`config.mk`:
```
export PLATFORM = sky130hd
export DESIGN_NAME = icon_contrast_remap_unit
export DESIGN_NICKNAME = d
export VERILOG_FILES = /design/src/rtl/core/icr_pkg.sv /design/src/rtl/core/icon_contrast_remap_unit.sv
export SDC_FILE = /design/constraint.sdc
export NUM_CORES = 1
export LEC_CHECK = 0
export CELL_PAD_IN_SITES_DETAIL_PLACEMENT = 2
export CELL_PAD_IN_SITES_GLOBAL_PLACEMENT = 2
export CORE_AREA = 10 10 220 222
export DETAILED_ROUTE_END_ITERATION = 10
export DIE_AREA = 0 0 230 232
export DONT_BUFFER_PORTS = 1
export PLACE_DENSITY_LB_ADDON = 0.1
export SLEW_MARGIN = 20
export SYNTH_ARGS = -nofsm -noshare
export SYNTH_HDL_FRONTEND = slang
export SYNTH_SLANG_ARGS = --single-unit
export TNS_END_PERCENT = 100
```
`constraint.sdc`:
```
create_clock -name clk -period 25.3 [get_ports clk]
set_clock_uncertainty 0.2 [all_clocks]
set_input_delay 5.06 -clock clk [delete_from_list [all_inputs] [get_ports clk]]
set_output_delay 5.06 -clock clk [all_outputs]
set_load 0.02 [all_outputs]
```
`src/rtl/core/icr_pkg.sv`:
```
`timescale 1ns / 1ps
// ----------------------------------------------------------------------------
// icr_pkg
// Shared types and constants for the icon contrast remap unit.
// ----------------------------------------------------------------------------
package icr_pkg;

	// configuration register indexes
	localparam int CFG_IDX_W = 2;
	localparam logic [CFG_IDX_W-1:0] CFG_RANGE_WIDTH   = 2'd0;
	localparam logic [CFG_IDX_W-1:0] CFG_CENTER_LEVEL  = 2'd1;
	localparam logic [CFG_IDX_W-1:0] CFG_ALPHA_PRESENT = 2'd2;

	// configuration reset values
	localparam logic [7:0] RANGE_WIDTH_RST   = 8'd0;
	localparam logic [7:0] CENTER_LEVEL_RST  = 8'd128;
	localparam logic       ALPHA_PRESENT_RST = 1'b1;

	// statistics reset values
	localparam logic [7:0] LOWEST_RST  = 8'd255;
	localparam logic [7:0] HIGHEST_RST = 8'd0;

	// pixel mode codes
	localparam logic MODE_MEASURE = 1'b0;
	localparam logic MODE_RECOLOR = 1'b1;

	// channel sequencing: red, green, blue
	localparam logic [1:0] CHAN_RED   = 2'd0;
	localparam logic [1:0] CHAN_GREEN = 2'd1;
	localparam logic [1:0] CHAN_LAST  = 2'd2;

	// scale divider: 16 quotient bits, one per cycle
	localparam int SCALE_W = 16;
	localparam int STEP_W  = $clog2(SCALE_W);
	localparam logic [STEP_W-1:0] STEP_LAST = STEP_W'(SCALE_W - 1);

	// input request payload
	typedef struct packed {
		logic       mode;
		logic       first_pixel;
		logic [7:0] red_in;
		logic [7:0] green_in;
		logic [7:0] blue_in;
		logic [7:0] alpha_in;
	} pix_t;

	// result payload
	typedef struct packed {
		logic [7:0] red_out;
		logic [7:0] green_out;
		logic [7:0] blue_out;
		logic [7:0] alpha_out;
	} res_t;

endpackage

```
`src/rtl/core/icon_contrast_remap_unit.sv`:
```
`timescale 1ns / 1ps
// ----------------------------------------------------------------------------
// icon_contrast_remap_unit
// Min/max contrast stretch of an RGBA image streamed twice: measure, recolor.
// ----------------------------------------------------------------------------
// measure pixel: no result; skipped as transparent when alpha is present and zero
// recolor pixel: the sequencer holds in its output state while the result is stalled
// recolor result registered in the output state, after the r, g and b channel steps
// first recolor pixel runs the bit-serial scale divider when highest exceeds lowest
// r, g and b go one at a time through a shared compare / multiply unit
// arst_n resets the sequencer, statistics, scale, offset and config registers
module icon_contrast_remap_unit
	import icr_pkg::*;
(
	input  logic                 clk,
	input  logic                 arst_n,
	// pixel requests
	input  logic                 pix_valid,
	output logic                 pix_stall,
	input  pix_t                 pix,
	// results
	output logic                 res_valid,
	input  logic                 res_stall,
	output res_t                 res,
	// configuration writes
	input  logic                 cfg_write,
	input  logic [CFG_IDX_W-1:0] cfg_index,
	input  logic [7:0]           cfg_data
);

	typedef enum logic [3:0] {
		S_IDLE = 4'b0001,
		S_DIV  = 4'b0010,
		S_CHAN = 4'b0100,
		S_OUT  = 4'b1000
	} state_t;

	state_t               state_q;
	pix_t                 item_q;
	logic [7:0]           range_q;
	logic [7:0]           center_q;
	logic                 alpha_en_q;
	logic [7:0]           lowest_q;
	logic [7:0]           highest_q;
	logic [SCALE_W-1:0]   scale_q;
	logic [7:0]           offset_q;
	logic [1:0]           chan_q;
	logic [STEP_W-1:0]    step_q;
	logic [7:0]           rem_q;
	logic [7:0]           divisor_q;
	logic [7:0]           red_q;
	logic [7:0]           green_q;
	logic [7:0]           blue_q;
	logic                 res_valid_q;
	res_t                 res_q;

	logic                 pix_acc;
	logic                 res_free;
	logic [7:0]           chan_val;
	logic [8:0]           diff9;
	logic [15:0]          diff16;
	logic [15:0]          prod;
	logic [7:0]           remapped;
	logic [8:0]           trial;
	logic                 trial_ge;

	assign pix_stall = (state_q != S_IDLE);
	assign pix_acc   = pix_valid && !pix_stall;
	assign res_free  = !res_valid_q || !res_stall;
	assign res_valid = res_valid_q;
	assign res       = res_q;

	// channel select for the shared unit
	always_comb begin
		case (chan_q)
			CHAN_RED:   chan_val = item_q.red_in;
			CHAN_GREEN: chan_val = item_q.green_in;
			default:    chan_val = item_q.blue_in;
		endcase
	end

	// remap: the wrapped difference times scale keeps its low 16 bits; bits 15:8 plus offset
	assign diff9    = {1'b0, chan_val} - {1'b0, lowest_q};
	assign diff16   = {{7{diff9[8]}}, diff9};
	assign prod     = diff16 * scale_q;
	assign remapped = prod[15:8] + offset_q;

	// restoring divider step
	assign trial    = {rem_q, scale_q[SCALE_W-1]};
	assign trial_ge = (trial >= {1'b0, divisor_q});

	// configuration registers
	always_ff @(posedge clk or negedge arst_n) begin
		if (!arst_n) begin
			range_q    <= RANGE_WIDTH_RST;
			center_q   <= CENTER_LEVEL_RST;
			alpha_en_q <= ALPHA_PRESENT_RST;
		end else if (cfg_write) begin
			unique case (cfg_index)
				CFG_RANGE_WIDTH:   range_q    <= cfg_data;
				CFG_CENTER_LEVEL:  center_q   <= cfg_data;
				CFG_ALPHA_PRESENT: alpha_en_q <= cfg_data[0];
				default: ;
			endcase
		end
	end

	// sequencer, statistics, scale and offset
	always_ff @(posedge clk or negedge arst_n) begin
		if (!arst_n) begin
			state_q   <= S_IDLE;
			lowest_q  <= LOWEST_RST;
			highest_q <= HIGHEST_RST;
			scale_q   <= '0;
			offset_q  <= '0;
			chan_q    <= CHAN_RED;
			step_q    <= '0;
			rem_q     <= '0;
			divisor_q <= '0;
		end else begin
			unique case (state_q)
				S_IDLE: begin
					chan_q <= CHAN_RED;
					if (pix_acc) begin
						if (pix.mode == MODE_MEASURE) begin
							if (pix.first_pixel) begin
								lowest_q  <= LOWEST_RST;
								highest_q <= HIGHEST_RST;
							end
							if (!(alpha_en_q && pix.alpha_in == 8'd0)) begin
								state_q <= S_CHAN;
							end
						end else if (pix.first_pixel) begin
							// derive offset now, scale through the divider when highest exceeds lowest
							if (highest_q == lowest_q) begin
								offset_q <= center_q;
							end else begin
								offset_q <= center_q - {1'b0, range_q[7:1]};
							end
							if (highest_q > lowest_q) begin
								scale_q   <= {range_q, 8'd0};
								rem_q     <= '0;
								divisor_q <= highest_q - lowest_q;
								step_q    <= '0;
								state_q   <= S_DIV;
							end else begin
								scale_q <= '0;
								state_q <= S_CHAN;
							end
						end else begin
							state_q <= S_CHAN;
						end
					end
				end
				S_DIV: begin
					// dividend shifts out of scale_q as quotient bits shift in
					if (trial_ge) begin
						rem_q <= 8'(trial - {1'b0, divisor_q});
					end else begin
						rem_q <= trial[7:0];
					end
					scale_q <= {scale_q[SCALE_W-2:0], trial_ge};
					step_q  <= step_q + 1'b1;
					if (step_q == STEP_LAST) begin
						state_q <= S_CHAN;
					end
				end
				S_CHAN: begin
					if (item_q.mode == MODE_MEASURE) begin
						if (chan_val < lowest_q) begin
							lowest_q <= chan_val;
						end
						if (chan_val > highest_q) begin
							highest_q <= chan_val;
						end
					end
					chan_q <= chan_q + 1'b1;
					if (chan_q == CHAN_LAST) begin
						state_q <= (item_q.mode == MODE_MEASURE) ? S_IDLE : S_OUT;
					end
				end
				S_OUT: begin
					if (res_free) begin
						state_q <= S_IDLE;
					end
				end
				default: state_q <= S_IDLE;
			endcase
		end
	end

	// request capture and remapped channels
	always_ff @(posedge clk) begin
		if (pix_acc) begin
			item_q <= pix;
		end
		if (state_q == S_CHAN && item_q.mode == MODE_RECOLOR) begin
			case (chan_q)
				CHAN_RED:   red_q   <= remapped;
				CHAN_GREEN: green_q <= remapped;
				default:    blue_q  <= remapped;
			endcase
		end
		if (state_q == S_OUT && res_free) begin
			res_q.red_out   <= red_q;
			res_q.green_out <= green_q;
			res_q.blue_out  <= blue_q;
			res_q.alpha_out <= item_q.alpha_in;
		end
	end

	// output register valid
	always_ff @(posedge clk or negedge arst_n) begin
		if (!arst_n) begin
			res_valid_q <= 1'b0;
		end else if (state_q == S_OUT && res_free) begin
			res_valid_q <= 1'b1;
		end else if (!res_stall) begin
			res_valid_q <= 1'b0;
		end
	end

	// a plain recolor request goes straight to the channel unit
	a_plain_recolor: assert property (@(posedge clk) disable iff (!arst_n)
		(pix_acc && pix.mode == MODE_RECOLOR && !pix.first_pixel) |=> (state_q == S_CHAN))
		else $error("plain recolor request did not enter channel sequence");

	// the divider only runs with a nonzero, unwrapped range
	a_div_range: assert property (@(posedge clk) disable iff (!arst_n)
		(state_q == S_DIV) |-> (highest_q > lowest_q))
		else $error("divider running with empty or wrapped range");

	// a new result only comes from the output state
	a_res_source: assert property (@(posedge clk) disable iff (!arst_n)
		$rose(res_valid_q) |-> $past(state_q == S_OUT))
		else $error("result raised outside output state");

	// channel counter stays within r, g, b while sequencing
	a_chan_range: assert property (@(posedge clk) disable iff (!arst_n)
		(state_q == S_CHAN) |-> (chan_q <= CHAN_LAST))
		else $error("channel counter out of range");

endmodule

```
==> reports/qor.csv <==
metric,value,unit
status,"finished, final reports clean",
worst_pin_slew,937,ps
port_buffers,0,
start_util,24.8,%
first_global_vias,8054,
dieWidth,230,microns
cts_tree,yes,
via_per_inst,4.43,
antenna_found_initial,1,
post-route-period-util,37.2,%
synth-simple-area-share,13.3,%
synth_top_area_cell,edfxtp_1,
finalSetupViolations,0,
muxShareOfSynthArea,1.14,%
hold_buffers,0,
grt_use_total,12.5,%
slew_violations,0,
largest_reg_flops,33,
area_growth,12.7,%
synth_area_leaders,"edfxtp_1, dfrtp_1, fa_1",
gp_congestion,0.716,
synth_cell_types,54,
cts_resized,0,
grt_max_degree,85,
clkLatencyLatePin,490,ps
synthAdderAreaFrac,22.3,%
synth_top_family_by_area,adder cells,
startpoint_type,register,
grt_pass1_wl,50200,microns
hold_viol_final,0,
synth_compound_area_share,9.73,%
clkSinkCount,173,
drc,0,
ys.flop_type,edfxtp_1,
cts_setup_buffers,0,
die_y,232,microns
antenna_left,0,
drive_above_1_share,7.74,%
synth-seq-cells,173,
cp.required,25400,ps
crit_arrival,9520,ps
yosysSeqAreaShare,44.0,%
syn_nets,1200,
slowest_stage,xor2_1,
rsz0062_at_grt,no,
num-fill-cells,4854,
layout_min_cycle_time,9420,ps
layout_common_cells,"nand2_1, inv_1, edfxtp_1, ha_1, dfrtp_1",
synthArstFlopShare,48.6,%
fmax,0.106,GHz
cts.clk_slew.worst_paths,90,ps
drt_wl_total,32100,microns
rows,77,
hpwlAfterDp,24900,microns
crit_type,register to register,
setup_tns,0,ps
hold_class,register to register,
netlist.area_leader.share,24.5,%
die_area,53400,sq um
cpPeakStageDelay,570,ps
nets,1195,
worstPathMaxFanout,11,
final_common_cell,nand2_1,
cts_buffers,17,
drtPass1Iterations,6,
synth-xor-area-share,4.17,%
crit_path_end_kind,register,
wl_per_cell,20.1,microns
regMostFlops,item_q,
htreeDepth,4,
synth.avg_cell_area,10.9,sq um
cts_buffer_depth,2,
syn-cell-area,10900,sq um
io_pins,83,
maxSlewHeadroom,37.5,%
yosys_warnings,0,
grt_overflow,0,
synthCells,1000,
via_count,7099,
path_common_cell,fa_1,
first_iter_violations,315,
cts_root_buf,clkbuf_16,
synth_enable_flop_cells,89,
maxCapViolations,0,
design.core.area,43900,sq um
-- path summary, 6_finish.rpt --
kind | startpoint | end | slack (ps) | depth (start not counted)
max | chan_q[0]$_DFFE_PN0P_ | red_q[7]$_DFFE_PP_ | 15880 | 34
min | red_q[4]$_DFFE_PP_ | res[28]$_DFFE_PP_ | 220 | 0
max reg2reg | chan_q[0]$_DFFE_PN0P_ | red_q[7]$_DFFE_PP_ | 15880 | 34
min reg2reg | red_q[4]$_DFFE_PP_ | res[28]$_DFFE_PP_ | 220 | 0
max in group asynchronous | arst_n | alpha_en_q$_DFFE_PN1P_ | 20600 | 0
min in group asynchronous | arst_n | step_q[2]$_DFFE_PN0P_ | 4070 | 0
-- final cells by class --
type,count,area (sq um),share of cell area [%]
Timing Repair Buffer,11,103,0.836
Clock inverter,15,218,1.77
Tap cell,592,741,6.04
Antenna cell,1,2.50,0.0204
Sequential cell,173,4790,39.0
Clock buffer,17,425,3.47
Multi-Input combinational cell,674,5550,45.2
Inverter,118,443,3.61
-- per-layer routing --
metal	vias to the layer above	routed length, microns	global-route usage, %
met5	-	0	0
met4	0	325	2.82
met3	19	744	2.77
met2	61	17100	22.7
met1	3662	14000	14.7
li1	3357	-	-
-- cells in the mapped netlist (all sizes together), types with 9 or more instances --
cell type and instances:
a21oi 33, ha 79, and2 42, nor2 31, inv 118, o211ai 12, nand2 127, edfxtp 89
mux2 11, xor2 17, fa 72, a21o 16, dfrtp 73, xnor2 34, a22o 9, nand4 10
nor2b 13, clkbuf 30, dfstp 11, o21ai 63, nand2b 20, nand3 21
-- logic make-up after synthesis --
| family | count (synthesis) |
|---|---|
| muxes | 11 |
| AOI/OAI and AO/OA | 168 |
| buffers and inverters | 153 |
| and+or+nand+nor | 293 |
| adders and majority gates | 151 |
| DFF | 173 |
| xor gates and xnor gates | 51 |
-- worst max-delay path, delay by kind of cell (launching register included) --
kind / cells / cell delay [ps]
AOI/OAI and AO/OA: 8 / 1740
xor gates and xnor gates: 5 / 1250
adders and majority gates: 10 / 4270
buffers and inverters: 5 / 320
DFF: 1 / 420
and+or+nand+nor: 6 / 1040
-- through the flow --
| stage | hold slack, ps | worst slack [ps] | cell area (sq um) | utilization, % | instances |
|---|---|---|---|---|---|
| after global routing | 234 | 15170 | 12300 | 27.9 | 1600 |
| after global placement | 201 | 16050 | 11600 | 26.4 | 1567 |
| after CTS | 223 | 15770 | 12200 | 27.9 | 1599 |
| after detailed placement | 206 | 15800 | 11600 | 26.4 | 1567 |
| after floorplan | 200 | 16960 | 10900 | - | 1000 |
| final | 217 | 15880 | 12300 | 27.9 | 1601 |
Power is not shown: default switching activity piles up to over one toggle a cycle in this logic, so the estimate is an artifact.
